## config.mk

```make
export PLATFORM = sky130hd
export DESIGN_NAME = gregorian_to_jalali_core
export DESIGN_NICKNAME = d
export VERILOG_FILES = /design/src/hdl/g2j_pkg.sv /design/src/hdl/g2j_pipe_ctrl.sv /design/src/hdl/g2j_day_count.sv /design/src/hdl/g2j_cycle_split.sv /design/src/hdl/g2j_month_walk.sv /design/src/hdl/gregorian_to_jalali_core.sv
export SDC_FILE = /design/constraint.sdc
export NUM_CORES = 2
export LEC_CHECK = 0
export ABC_AREA = 1
export BUFFER_PORTS_ARGS = -buffer_cell sky130_fd_sc_hd__buf_2
export CAP_MARGIN = 20
export CORE_ASPECT_RATIO = 0.5
export CORE_UTILIZATION = 39
export DETAILED_ROUTE_END_ITERATION = 10
export HOLD_SLACK_MARGIN = 0.1
export SYNTH_ARGS = -nofsm -noshare
export SYNTH_HDL_FRONTEND = slang
export SYNTH_SLANG_ARGS = --single-unit
export TNS_END_PERCENT = 20
```

## constraint.sdc

```tcl
create_clock -name clk -period 15.88 [get_ports clk]
set_input_delay 1.588 -clock clk [delete_from_list [all_inputs] [get_ports clk]]
set_output_delay 1.588 -clock clk [all_outputs]
set_load 0.05 [all_outputs]
```

## src/hdl/g2j_pkg.sv

```systemverilog
// shared types, constants and tables for the gregorian to jalali converter
package g2j_pkg;

    // number of register stages from input to output
    localparam int NUM_STAGES = 10;

    // configuration register codes
    localparam logic CFG_MIN_YEAR = 1'b0;
    localparam logic CFG_MAX_YEAR = 1'b1;

    localparam logic [13:0] MIN_YEAR_RST = 14'd1970;
    localparam logic [13:0] MAX_YEAR_RST = 14'd2030;

    localparam logic [15:0] EPOCH_YEAR    = 16'd1600;
    localparam logic [22:0] JAL_OFFSET    = 23'd79;
    localparam logic [13:0] JAL_BASE_YEAR = 14'd979;
    localparam int          DAYS_33Y      = 12053;
    localparam int          DAYS_4Y       = 1461;
    localparam int          DAYS_YEAR     = 365;
    localparam int          DAYS_CENTURY  = 100;

    // reciprocal multipliers for the constant divisions
    localparam int          DIV100_SHIFT = 20;
    localparam logic [14:0] DIV100_MULT  =
        15'(((64'd1 << DIV100_SHIFT) + 64'(DAYS_CENTURY) - 64'd1) / 64'(DAYS_CENTURY));
    localparam int          DIV33Y_SHIFT = 37;
    localparam logic [23:0] DIV33Y_MULT  =
        24'(((64'd1 << DIV33Y_SHIFT) + 64'(DAYS_33Y) - 64'd1) / 64'(DAYS_33Y));
    localparam int          DIV4Y_SHIFT  = 25;
    localparam logic [14:0] DIV4Y_MULT   =
        15'(((64'd1 << DIV4Y_SHIFT) + 64'(DAYS_4Y) - 64'd1) / 64'(DAYS_4Y));

    typedef struct packed {
        logic [15:0] greg_year;
        logic [7:0]  greg_month;
        logic [7:0]  greg_day;
    } g2j_in_t;

    typedef struct packed {
        logic        valid_res;
        logic [13:0] jal_year;
        logic [3:0]  jal_month;
        logic [4:0]  jal_day;
    } g2j_out_t;

    // day number since the jalali new year of the count
    typedef struct packed {
        logic        ok;
        logic [22:0] jdn;
    } g2j_days_t;

    // jalali year and zero based day of year
    typedef struct packed {
        logic        ok;
        logic [13:0] jy;
        logic [8:0]  doy;
    } g2j_yday_t;

    // days in a common gregorian year before the first of the month
    function automatic logic [8:0] greg_cum(input logic [3:0] month);
        logic [8:0] r;
        unique case (month)
            4'd2:    r = 9'd31;
            4'd3:    r = 9'd59;
            4'd4:    r = 9'd90;
            4'd5:    r = 9'd120;
            4'd6:    r = 9'd151;
            4'd7:    r = 9'd181;
            4'd8:    r = 9'd212;
            4'd9:    r = 9'd243;
            4'd10:   r = 9'd273;
            4'd11:   r = 9'd304;
            4'd12:   r = 9'd334;
            default: r = 9'd0;
        endcase
        return r;
    endfunction

    // days of the jalali year before month index idx (zero based)
    function automatic logic [8:0] jal_cum(input logic [3:0] idx);
        logic [8:0] r;
        unique case (idx)
            4'd1:    r = 9'd31;
            4'd2:    r = 9'd62;
            4'd3:    r = 9'd93;
            4'd4:    r = 9'd124;
            4'd5:    r = 9'd155;
            4'd6:    r = 9'd186;
            4'd7:    r = 9'd216;
            4'd8:    r = 9'd246;
            4'd9:    r = 9'd276;
            4'd10:   r = 9'd306;
            4'd11:   r = 9'd336;
            default: r = 9'd0;
        endcase
        return r;
    endfunction

endpackage

```

## src/hdl/g2j_pipe_ctrl.sv

```systemverilog
// valid bits and per-stage load enables of the conversion pipeline
module g2j_pipe_ctrl
    import g2j_pkg::*;
(
    input  logic                  clk,
    input  logic                  rst_n,
    input  logic                  in_valid,
    output logic                  in_stall,
    output logic                  out_valid,
    input  logic                  out_stall,
    output logic [NUM_STAGES-1:0] ld
);

    logic [NUM_STAGES-1:0] v_reg;
    logic [NUM_STAGES-1:0] v_next;

    // a stage loads when it is empty or its content moves on
    always_comb
    begin
        ld[NUM_STAGES-1] = !v_reg[NUM_STAGES-1] || !out_stall;
        for (int k = NUM_STAGES - 2; k >= 0; k--)
        begin
            ld[k] = !v_reg[k] || ld[k+1];
        end
        v_next[0] = ld[0] ? in_valid : v_reg[0];
        for (int k = 1; k < NUM_STAGES; k++)
        begin
            v_next[k] = ld[k] ? v_reg[k-1] : v_reg[k];
        end
    end

    always_ff @(posedge clk or negedge rst_n)
    begin
        if (!rst_n)
        begin
            v_reg <= '0;
        end
        else
        begin
            v_reg <= v_next;
        end
    end

    assign in_stall  = !ld[0];
    assign out_valid = v_reg[NUM_STAGES-1];

endmodule

```

## src/hdl/g2j_day_count.sv

```systemverilog
// input checks and day count since the jalali new year, stages 0 to 3
module g2j_day_count
    import g2j_pkg::*;
(
    input  logic        clk,
    input  logic [3:0]  ld,
    input  g2j_in_t     in_data,
    input  logic [13:0] min_year,
    input  logic [13:0] max_year,
    output g2j_days_t   days
);

    // stage 0: range checks and table lookup
    logic        s0_ok_next, s0_ok_reg;
    logic [13:0] s0_gy_next, s0_gy_reg;
    logic [8:0]  s0_cum_next, s0_cum_reg;
    logic        s0_mgt2_next, s0_mgt2_reg;
    logic [4:0]  s0_dm1_next, s0_dm1_reg;

    always_comb
    begin
        s0_ok_next = (in_data.greg_year >= {2'b00, min_year})
                  && (in_data.greg_year <= {2'b00, max_year})
                  && (in_data.greg_year >= EPOCH_YEAR)
                  && (in_data.greg_month >= 8'd1) && (in_data.greg_month <= 8'd12)
                  && (in_data.greg_day >= 8'd1) && (in_data.greg_day <= 8'd31);
        s0_gy_next   = 14'(in_data.greg_year - EPOCH_YEAR);
        s0_cum_next  = greg_cum(in_data.greg_month[3:0]);
        s0_mgt2_next = in_data.greg_month > 8'd2;
        s0_dm1_next  = 5'(in_data.greg_day[4:0] - 5'd1);
    end

    // stage 1: years since epoch divided by one hundred
    logic [28:0] s1_prod;
    logic [7:0]  s1_f100_next, s1_f100_reg;
    logic        s1_ok_reg;
    logic [13:0] s1_gy_reg;
    logic [8:0]  s1_cum_reg;
    logic        s1_mgt2_reg;
    logic [4:0]  s1_dm1_reg;

    always_comb
    begin
        s1_prod      = 29'(s0_gy_reg) * 29'(DIV100_MULT);
        s1_f100_next = s1_prod[DIV100_SHIFT +: 8];
    end

    // stage 2: leap corrections and whole-year days
    logic [13:0] s2_rfull;
    logic        s2_rnz;
    logic        s2_leap;
    logic [7:0]  s2_c100;
    logic [8:0]  s2_c100p3;
    logic [14:0] s2_gyp3;
    logic [12:0] s2_corr;
    logic [12:0] s2_small_next, s2_small_reg;
    logic [22:0] s2_base_next, s2_base_reg;
    logic        s2_ok_reg;

    always_comb
    begin
        s2_rfull  = s1_gy_reg - 14'(s1_f100_reg * 14'd100);
        s2_rnz    = s2_rfull[6:0] != 7'd0;
        s2_leap   = ((s1_gy_reg[1:0] == 2'b00) && s2_rnz)
                 || (!s2_rnz && (s1_f100_reg[1:0] == 2'b00));
        s2_c100   = s1_f100_reg + 8'(s2_rnz);
        s2_c100p3 = {1'b0, s2_c100} + 9'd3;
        s2_gyp3   = {1'b0, s1_gy_reg} + 15'd3;
        s2_corr   = s2_gyp3[14:2] - 13'(s2_c100) + 13'(s2_c100p3[8:2]);
        s2_small_next = s2_corr + 13'(s1_cum_reg) + 13'(s2_leap && s1_mgt2_reg)
                      + 13'(s1_dm1_reg);
        s2_base_next  = 23'(s1_gy_reg) * 23'(DAYS_YEAR);
    end

    // stage 3: total day count less the offset
    logic [22:0] s3_gdn;
    g2j_days_t   s3_next, s3_reg;

    always_comb
    begin
        s3_gdn      = s2_base_reg + 23'(s2_small_reg);
        s3_next.ok  = s2_ok_reg && (s3_gdn >= JAL_OFFSET);
        s3_next.jdn = s3_gdn - JAL_OFFSET;
    end

    always_ff @(posedge clk)
    begin
        if (ld[0])
        begin
            s0_ok_reg   <= s0_ok_next;
            s0_gy_reg   <= s0_gy_next;
            s0_cum_reg  <= s0_cum_next;
            s0_mgt2_reg <= s0_mgt2_next;
            s0_dm1_reg  <= s0_dm1_next;
        end
        if (ld[1])
        begin
            s1_f100_reg <= s1_f100_next;
            s1_ok_reg   <= s0_ok_reg;
            s1_gy_reg   <= s0_gy_reg;
            s1_cum_reg  <= s0_cum_reg;
            s1_mgt2_reg <= s0_mgt2_reg;
            s1_dm1_reg  <= s0_dm1_reg;
        end
        if (ld[2])
        begin
            s2_small_reg <= s2_small_next;
            s2_base_reg  <= s2_base_next;
            s2_ok_reg    <= s1_ok_reg;
        end
        if (ld[3])
        begin
            s3_reg <= s3_next;
        end
    end

    assign days = s3_reg;

endmodule

```

## src/hdl/g2j_cycle_split.sv

```systemverilog
// split of the day count by 33-year, 4-year and 1-year cycles, stages 4 to 8
module g2j_cycle_split
    import g2j_pkg::*;
(
    input  logic       clk,
    input  logic [4:0] ld,
    input  g2j_days_t  days,
    output g2j_yday_t  yday
);

    // stage 4: number of whole 33-year cycles
    logic [47:0] s4_prod;
    logic [8:0]  s4_q_next, s4_q_reg;
    g2j_days_t   s4_days_reg;

    always_comb
    begin
        s4_prod   = 48'(days.jdn) * 48'(DIV33Y_MULT);
        s4_q_next = s4_prod[DIV33Y_SHIFT +: 9];
    end

    // stage 5: remainder within the cycle and year so far
    logic [22:0] s5_mul;
    logic [13:0] s5_rem_next, s5_rem_reg;
    logic [13:0] s5_jy_next, s5_jy_reg;
    logic        s5_ok_reg;

    always_comb
    begin
        s5_mul      = 23'(s4_q_reg) * 23'(DAYS_33Y);
        s5_rem_next = 14'(s4_days_reg.jdn - s5_mul);
        s5_jy_next  = JAL_BASE_YEAR + 14'(14'(s4_q_reg) * 14'd33);
    end

    // stage 6: number of whole 4-year cycles
    logic [28:0] s6_prod;
    logic [3:0]  s6_q_next, s6_q_reg;
    logic [13:0] s6_rem_reg;
    logic [13:0] s6_jy_reg;
    logic        s6_ok_reg;

    always_comb
    begin
        s6_prod   = 29'(s5_rem_reg) * 29'(DIV4Y_MULT);
        s6_q_next = s6_prod[DIV4Y_SHIFT +: 4];
    end

    // stage 7: remainder within the 4-year cycle
    logic [10:0] s7_rem_next, s7_rem_reg;
    logic [13:0] s7_jy_next, s7_jy_reg;
    logic        s7_ok_reg;

    always_comb
    begin
        s7_rem_next = 11'(s6_rem_reg - 14'(14'(s6_q_reg) * 14'(DAYS_4Y)));
        s7_jy_next  = s6_jy_reg + {8'd0, s6_q_reg, 2'b00};
    end

    // stage 8: single years, the first of each group being the long one
    logic [10:0] s8_t;
    logic [1:0]  s8_qy;
    logic [10:0] s8_sub;
    g2j_yday_t   s8_next, s8_reg;

    always_comb
    begin
        s8_t = s7_rem_reg - 11'd1;
        priority if (s7_rem_reg < 11'd366)
        begin
            s8_qy  = 2'd0;
            s8_sub = 11'd0;
            s8_t   = s7_rem_reg;
        end
        else if (s8_t >= 11'd1095)
        begin
            s8_qy  = 2'd3;
            s8_sub = 11'd1095;
        end
        else if (s8_t >= 11'd730)
        begin
            s8_qy  = 2'd2;
            s8_sub = 11'd730;
        end
        else if (s8_t >= 11'd365)
        begin
            s8_qy  = 2'd1;
            s8_sub = 11'd365;
        end
        else
        begin
            s8_qy  = 2'd0;
            s8_sub = 11'd0;
        end
        s8_next.ok  = s7_ok_reg;
        s8_next.jy  = s7_jy_reg + 14'(s8_qy);
        s8_next.doy = 9'(s8_t - s8_sub);
    end

    always_ff @(posedge clk)
    begin
        if (ld[0])
        begin
            s4_q_reg    <= s4_q_next;
            s4_days_reg <= days;
        end
        if (ld[1])
        begin
            s5_rem_reg <= s5_rem_next;
            s5_jy_reg  <= s5_jy_next;
            s5_ok_reg  <= s4_days_reg.ok;
        end
        if (ld[2])
        begin
            s6_q_reg   <= s6_q_next;
            s6_rem_reg <= s5_rem_reg;
            s6_jy_reg  <= s5_jy_reg;
            s6_ok_reg  <= s5_ok_reg;
        end
        if (ld[3])
        begin
            s7_rem_reg <= s7_rem_next;
            s7_jy_reg  <= s7_jy_next;
            s7_ok_reg  <= s6_ok_reg;
        end
        if (ld[4])
        begin
            s8_reg <= s8_next;
        end
    end

    assign yday = s8_reg;

endmodule

```

## src/hdl/g2j_month_walk.sv

```systemverilog
// month and day from the day of year, output register, stage 9
module g2j_month_walk
    import g2j_pkg::*;
(
    input  logic      clk,
    input  logic      ld,
    input  g2j_yday_t yday,
    output g2j_out_t  out_data
);

    logic [3:0] idx;
    logic [8:0] dd;
    g2j_out_t   res_next, res_reg;

    always_comb
    begin
        idx = 4'd0;
        // thresholds rise, so the last one passed is the month index
        for (int k = 1; k < 12; k++)
        begin
            if (yday.doy >= jal_cum(4'(k)))
            begin
                idx = 4'(k);
            end
        end
        dd = yday.doy - jal_cum(idx);
        if (yday.ok)
        begin
            res_next.valid_res = 1'b1;
            res_next.jal_year  = yday.jy;
            res_next.jal_month = idx + 4'd1;
            res_next.jal_day   = dd[4:0] + 5'd1;
        end
        else
        begin
            res_next = '0;
        end
    end

    always_ff @(posedge clk)
    begin
        if (ld)
        begin
            res_reg <= res_next;
        end
    end

    assign out_data = res_reg;

endmodule

```

## src/hdl/gregorian_to_jalali_core.sv

```systemverilog
// top level of the gregorian to jalali date converter
//
// usage
//   input channel: in_valid / in_stall / in_data (gregorian year, month, day);
//   a transaction happens on a rising edge with in_valid high and in_stall low
//   output channel: out_valid / out_stall / out_data, one result per input
//   transaction, in order; invalid dates come out with every field zero
//   configuration: cfg_wr_en writes cfg_data into min_year (index 0) or
//   max_year (index 1); only to be written while the pipeline is empty
// timing
//   ten register stages, 0 to 9: a result shows on out_valid once it reaches
//   stage 9, and it leaves on the edge at which out_stall is low; one
//   transaction per cycle sustained while out_stall is low
//   the three constant divisions (by 100, 12053 and 1461) are reciprocal
//   multiplies, each followed by a register and then its remainder stage
// reset
//   rst_n clears every stage valid bit and loads min_year 1970, max_year 2030
// backpressure
//   valid out_data holds while out_stall is high; bubbles in the pipeline still
//   fill, and in_stall rises only once every stage holds a live transaction
module gregorian_to_jalali_core
    import g2j_pkg::*;
(
    input  logic        clk,
    input  logic        rst_n,
    input  logic        in_valid,
    output logic        in_stall,
    input  g2j_in_t     in_data,
    output logic        out_valid,
    input  logic        out_stall,
    output g2j_out_t    out_data,
    input  logic        cfg_wr_en,
    input  logic        cfg_index,
    input  logic [13:0] cfg_data
);

    logic [13:0] min_year_reg;
    logic [13:0] max_year_reg;

    logic [NUM_STAGES-1:0] ld;
    g2j_days_t             days;
    g2j_yday_t             yday;

    // configuration registers
    always_ff @(posedge clk or negedge rst_n)
    begin
        if (!rst_n)
        begin
            min_year_reg <= MIN_YEAR_RST;
            max_year_reg <= MAX_YEAR_RST;
        end
        else if (cfg_wr_en)
        begin
            unique case (cfg_index)
                CFG_MIN_YEAR: min_year_reg <= cfg_data;
                CFG_MAX_YEAR: max_year_reg <= cfg_data;
            endcase
        end
    end

    // stage valid bits and load enables
    g2j_pipe_ctrl u_ctrl (
        .clk       (clk),
        .rst_n     (rst_n),
        .in_valid  (in_valid),
        .in_stall  (in_stall),
        .out_valid (out_valid),
        .out_stall (out_stall),
        .ld        (ld)
    );

    // stages 0 to 3: checks and day count
    g2j_day_count u_days (
        .clk      (clk),
        .ld       (ld[3:0]),
        .in_data  (in_data),
        .min_year (min_year_reg),
        .max_year (max_year_reg),
        .days     (days)
    );

    // stages 4 to 8: year cycles
    g2j_cycle_split u_split (
        .clk  (clk),
        .ld   (ld[8:4]),
        .days (days),
        .yday (yday)
    );

    // stage 9: month table and result register
    g2j_month_walk u_month (
        .clk      (clk),
        .ld       (ld[9]),
        .yday     (yday),
        .out_data (out_data)
    );

endmodule

```

# Yosys cells after proc, flatten, opt, wreduce, memory -nomap -nowiden
# Memory sizes are Yosys's and may differ from the RTL's. A register that Yosys moved wholly into a read port is not among the register bits.
# Cells that the tools add are included.
[totals]
n_memories = 2
ramBits = 0
wordCells = 165
rom_bits = 288
inputBits = 52
regBits = 315
latchBits = 0
[classes]
n_bitwise = 1
muxes = 21
n_addsub = 23
n_shift = 0
div = 0
n_mul = 8
n_eq_ne = 0
magnitude_cmp = 24
reduce_logical = 39
[mem_list]
columns = ["name", "words", "word_bits", "read_ports", "rd_ports_with_merged_regs", "write_ports", "line_no", "text"]
rows = [
  ["(no name shown)", 16, 9, 1, 1, 0, "g2j_pkg.sv:62", "unique case (month)"],
  ["(no name shown)", 16, 9, 1, 0, 0, "g2j_pkg.sv:82", "unique case (idx)"],
]
[ops]
columns = ["operator", "count"]
rows = [
  ["$mux W9", 5],
  ["$mul A23 B22 Y44 const B", 1],
  ["$ge A9 B8 Y1 const B", 4],
  ["$mul A14 B15 Y29 const B", 1],
  ["$ge A9 B9 Y1 const B", 3],
  ["$mul A14 B13 Y27 const B", 1],
  ["$mux W24", 1],
  ["$add A23 B13 Y23", 1],
  ["$ge A23 B7 Y1 const B", 1],
  ["$mul A14 B9 Y23 const B", 1],
  ["$sub A23 B7 Y23 const B", 1],
  ["$ge A9 B7 Y1 const B", 2],
  ["$ge A16 B11 Y1 const B", 1],
  ["$ge A16 B14 Y1", 1],
  ["$ge A8 B1 Y1 const B", 2],
  ["$le A16 B14 Y1", 1],
  ["$mux W4", 4],
  ["$add A14 B2 Y15 const B", 1],
  ["$add A10 B14 Y14 const A", 1],
  ["$add A14 B2 Y14", 1],
  ["$add A14 B6 Y14", 1],
  ["$mul A9 B14 Y14 const B", 1],
  ["$mul A9 B6 Y14 const B", 1],
  ["$sub A14 B11 Y14 const B", 1],
  ["other kinds (37)", 78],
]

# Depth between registers and ports, before layout
# An unclocked memory read counts as a cell.
[logic_depth]
ltp_word = 16
depth_mapped = 33
mapped_depth_nobuf = 33

# Cells and area by module
# Synthesis repeated with hierarchy kept, for this count alone.
[unflattened]
cells_unflattened = 4282
area_unflattened_um2 = 40326.2
[modules_own_cells]
columns = ["mod", "area_each_um2", "seq_area_each_um2", "cells_per_inst", "n_inst"]
rows = [
  ["g2j_cycle_split", 22404.0, 3993.8, 2300, 1],
  ["g2j_day_count", 14796.7, 3873.7, 1641, 1],
  ["g2j_month_walk", 1540.2, 720.7, 177, 1],
  ["gregorian_to_jalali_core", 1138.6, 720.7, 123, 1],
  ["g2j_pipe_ctrl", 446.7, 250.2, 41, 1],
]

# Worst setup path after synthesis
# No wires, ideal clock.
[synth_timing]
kind = "input -> output"
startpoint = "input port out_stall"
endpoint = "output port in_stall"
stages = 14
t_required_ns = 14.292
path_slack_ns = 7.799
t_arrival_ns = 6.493
path_cell_list = "nand2_1 > nor2_1 > inv_1 > nor2_1 > inv_1 > nor2_1 > inv_2 > nor2_2 > nand2_1 > nor2_2 > nand2_2 > nor2_2 > nand2_1 > inv_1"
[synth_between]
elab_chain_cells = 12
[synth_lines]
columns = ["element", "line_no", "text"]
rows = [
  ["start, declared", "gregorian_to_jalali_core.sv:30", "input logic out_stall,"],
  ["$logic_not A1 Y1", "g2j_pipe_ctrl.sv:20", "ld[NUM_STAGES-1] = !v_reg[NUM_STAGES-1] || !out_stall;"],
  ["$logic_or A1 B1 Y1", "g2j_pipe_ctrl.sv:20", ""],
  ["$logic_or A1 B1 Y1", "g2j_pipe_ctrl.sv:23", "ld[k] = !v_reg[k] || ld[k+1];"],
  ["named net ld[8]", "gregorian_to_jalali_core.sv:40", "logic [NUM_STAGES-1:0] ld;"],
  ["$logic_or A1 B1 Y1", "g2j_pipe_ctrl.sv:23", ""],
  ["named net ld[7]", "gregorian_to_jalali_core.sv:40", ""],
  ["$logic_or A1 B1 Y1", "g2j_pipe_ctrl.sv:23", ""],
  ["named net ld[6]", "gregorian_to_jalali_core.sv:40", ""],
  ["$logic_or A1 B1 Y1 (2 in series)", "g2j_pipe_ctrl.sv:23", ""],
  ["named net ld[4]", "gregorian_to_jalali_core.sv:40", ""],
  ["$logic_or A1 B1 Y1 (2 in series)", "g2j_pipe_ctrl.sv:23", ""],
  ["named net ld[2]", "gregorian_to_jalali_core.sv:40", ""],
  ["$logic_or A1 B1 Y1 (2 in series)", "g2j_pipe_ctrl.sv:23", ""],
  ["$logic_not A1 Y1", "g2j_pipe_ctrl.sv:44", "assign in_stall = !ld[0];"],
  ["end, declared", "gregorian_to_jalali_core.sv:27", "output logic in_stall,"],
]
# The timed path passes the listed nets, and every way through them passes these cells.

# Worst setup path in the final report
[layout_timing]
startpoint = "input port out_stall"
endpoint = "output port in_stall"
[layout_between]
elab_chain_cells = 12
[layout_lines]
columns = ["element", "line_no"]
rows = [
  ["$logic_not A1 Y1", "g2j_pipe_ctrl.sv:20"],
  ["$logic_or A1 B1 Y1", "g2j_pipe_ctrl.sv:20"],
  ["named net ld[9]", "gregorian_to_jalali_core.sv:40"],
  ["$logic_or A1 B1 Y1", "g2j_pipe_ctrl.sv:23"],
  ["named net ld[8]", "gregorian_to_jalali_core.sv:40"],
  ["$logic_or A1 B1 Y1", "g2j_pipe_ctrl.sv:23"],
  ["named net ld[7]", "gregorian_to_jalali_core.sv:40"],
  ["$logic_or A1 B1 Y1", "g2j_pipe_ctrl.sv:23"],
  ["named net ld[6]", "gregorian_to_jalali_core.sv:40"],
  ["$logic_or A1 B1 Y1 (2 in series)", "g2j_pipe_ctrl.sv:23"],
  ["named net ld[4]", "gregorian_to_jalali_core.sv:40"],
  ["$logic_or A1 B1 Y1 (2 in series)", "g2j_pipe_ctrl.sv:23"],
  ["named net ld[2]", "gregorian_to_jalali_core.sv:40"],
  ["$logic_or A1 B1 Y1 (2 in series)", "g2j_pipe_ctrl.sv:23"],
  ["$logic_not A1 Y1", "g2j_pipe_ctrl.sv:44"],
]
# The timed path passes the listed nets, and every way through them passes these cells.

==> summary.md <==
| Metric | Value |
|---|---|
| Final Hold Violating Endpoints | 0 |
| All-Layer GR Usage | 0.163 |
| CTS hold repair buffers | 0 |
| Largest net degree at the start of global routing | 40 |
| Clock-pin slew reported for the worst setup and hold paths after clock tree synthesis | 0.07 ns |
| Count of vias placed by the detailed router | roughly 27,000 |
| Half-perimeter wire length of the detailed placement result | roughly 70,000 microns |
| Nature of the critical path endpoint | primary output |
| Minimum clock period after layout | between 8 and 9 ns |
| Total negative slack for setup checks | 0 ns |
| Initial antenna violation count | 1 |
| Number of clock sinks | 324 |
| Nets | 5,433 |
| TritonCTS buffer count | 28 |
| Crit path max-delay cell type | inv_1 |
| Sequential area share after synthesis | 0.242 |
| Remaining design rule violation count | 0 |
| Clk Latency, worst-skew pair | about 0.61 ns |
| Number of enable flip-flop cells after synthesis | 286 |
| Global route overflow | 0 |
| Cell area after technology mapping | slightly below 0.04 sq mm |
| Starting DRT DRC Count | 1,354 |
| Tcrit/Tclk final | 0.504 |
| Die Span X | 452 microns |
| CP startpoint kind | input pin |
| Average size of a mapped cell | around 9.5 sq um |
| Slew @ Worst Pin | 0.969 ns |
| YS warnings | 0 |
| Fraction of layout cells with a size suffix above 1 | 0.0466 |
| Total wire length | ~80,000 microns |
| Count of buffers from port buffering | 77 |
| Longest individual stage delay on the worst path | 0.72 ns |
| Per-cell via count in the routed design | roughly 4.7 |
| Synth unique cells | 48 |
| Final Slew Violations | 0 |
| Combined buffer and inverter count along the critical path | 9 |
| Initial Utilization | 0.394 |
| Via count of the first global-routing pass | between 20,000 and 30,000 |
| DRT Pass-1 Iters | 5 |
| TritonCTS clock tree | built |
| Detail-routed net length per standard cell | around 14 microns |
| Worst-path maximum fanout | 39 |
| Net count of the mapped netlist | between 5,000 and 6,000 |
| Maximum buffer depth of the clock tree | 3 |
| CTS-repair resized insts | 0 |
| Count of maximum capacitance violations | 0 |
| Area added between synthesis and finish | 7.94% |
| ANT nets after route | 0 |
| Type of the worst min-delay path | reg -> reg |
| Die ar. | slightly above 0.1 sq mm |
| Buffer count from post-CTS setup fixing | 0 |
| Global-route wire length before repair | around 140,000 microns |
| Worst setup path category | in -> out |
| Number of levels in the clock H-tree | 1 |
| CP Cell Sequence | buf_2, nand2_1, buf_16, nor2_1, inv_1, nor2_1, inv_1, nor2_1, inv_2, nor2_2, nand2_1, buf_4, nor2_2, nand2_2, nor2_2, nand2_1, buf_4, inv_1, buf_2 |
| Chip height | 227 microns |
| Clock root buffer | clkbuf_16 |
| Worst setup skew after layout | ~0.022 ns |
| Share of synthesized registers carrying an async set or reset | 0.117 |
| Most common cell after layout, fill and taps aside | inv_1 |
| Kind of cell adding the most delay to the critical path | buffers and inverters |
| Core area | approximately 0.10 sq mm |
| Fmax | between 100 and 150 MHz |
| Most frequent cells in the layout | 1,098 x inv_1, 668 x ha_1, 557 x nand2_1 |
| Last weighted congestion value of the routability-driven placer | approximately 0.91 |
| Max_slew headroom | 0.354 |
| Worst EP arrival | between 6 and 7 ns |
| Status | finished clean |
| Setup Viol. Count Final | 0 |
| Setup repair after global routing missed its margin | no |
| Total of fill cells in the finished design | just under 10,000 |
| Main synth FF type | edfxtp_1 |
| Data required time at the worst endpoint | ~14 ns |
| IO Pins | 78 |
| Count of mapped cells out of synthesis | a little over 4,000 |
| Row count | 82 |
| Total of flip-flops plus latches after synthesis | ~320 |
-- routing by layer --
metal | global-route usage | routed length [microns] | vias to the layer above
li1 | - | - | 13300
met1 | 0.212 | 37000 | 12900
met2 | 0.298 | 40500 | 312
met3 | 0.0182 | 2330 | 73
met4 | 0.0252 | 1120 | 0
met5 | 0 | 0 | -
-- final cells by class --
class / count / area [sq um] / share of cell area
multi-input cells: 2705 / 25700 / 0.604
flip-flops and latches: 324 / 9560 / 0.224
inverters: 1100 / 4130 / 0.0969
well taps: 1344 / 1680 / 0.0395
clock buffers: 31 / 722 / 0.0170
repair buffers: 86 / 493 / 0.0116
clock inverters: 21 / 263 / 0.00617
diodes: 1 / 2.50 / 0.0000588
-- through the flow --
stage	utilization	hold slack (ns)	worst slack [ns]	instance area, sq um	instances
finish	0.425	0.420	7.87	42600	5612
global route	0.425	0.427	7.24	42600	5611
CTS	0.424	0.422	7.27	42500	5609
detailed placement	0.414	0.405	7.30	41500	5557
global placement	0.414	0.401	7.31	41500	5557
floorplan	-	0.400	7.80	39500	4137
-- cell families (layout without fill, tap and decap cells) --
family / count (synthesis) / count (layout) / synth area share
adders and majority gates: 1136 / 1136 / 0.449
buffers and inverters: 1108 / 1238 / 0.105
and+or+nand+nor: 994 / 994 / 0.106
AOI/OAI and AO/OA: 387 / 387 / 0.0549
DFF: 324 / 324 / 0.242
xor gates and xnor gates: 188 / 188 / 0.0417
other: 0 / 1 / 0
-- synthesized netlist by cell type (8+ instances only) --
library cell  instances  area share
or2_2                14      0.0022
o21bai_1              9      0.0017
nand3_1             111       0.014
xor2_1              130       0.029
fa_1                468        0.24
a21o_1                9      0.0017
nor3_1               46      0.0058
nand2_2              13      0.0021
o211ai_1             15      0.0029
nor2_1              186       0.018
nor4_1               11      0.0017
dfstp_2              16       0.011
xnor2_1              58       0.013
ha_1                668        0.21
nor2_2               11      0.0017
inv_1              1098        0.10
clkbuf_1              8     0.00076
a31oi_1              18      0.0029
o21ai_0             127       0.016
dfrtp_1              22       0.014
a21oi_1             168       0.021
nand4_1              25      0.0040
nand2_1             557       0.053
edfxtp_1            286        0.22
-- worst paths after layout --
kind	from	slack (ns)	cells past startpoint	end
worst min-delay path	u_days.s0_cum_reg[7]$_DFFE_PN_	0.42	0	u_days.s1_cum_reg[7]$_DFFE_PP_
worst max register to register	u_days.s1_gy_reg[3]$_DFFE_PP_	9.54	31	u_days.s2_small_reg[12]$_DFFE_PP_
worst min register to register	u_days.s0_cum_reg[7]$_DFFE_PN_	0.42	0	u_days.s1_cum_reg[7]$_DFFE_PP_
min in group asynchronous	rst_n	1.04	2	u_ctrl.v_reg[9]$_DFFE_PN0P_
max in group asynchronous	rst_n	14.34	2	min_year_reg[11]$_DFFE_PN0P_
worst max-delay path	out_stall	7.87	19	in_stall
Power is not shown: default switching activity piles up to over one toggle a cycle in this logic, so the estimate is an artifact.
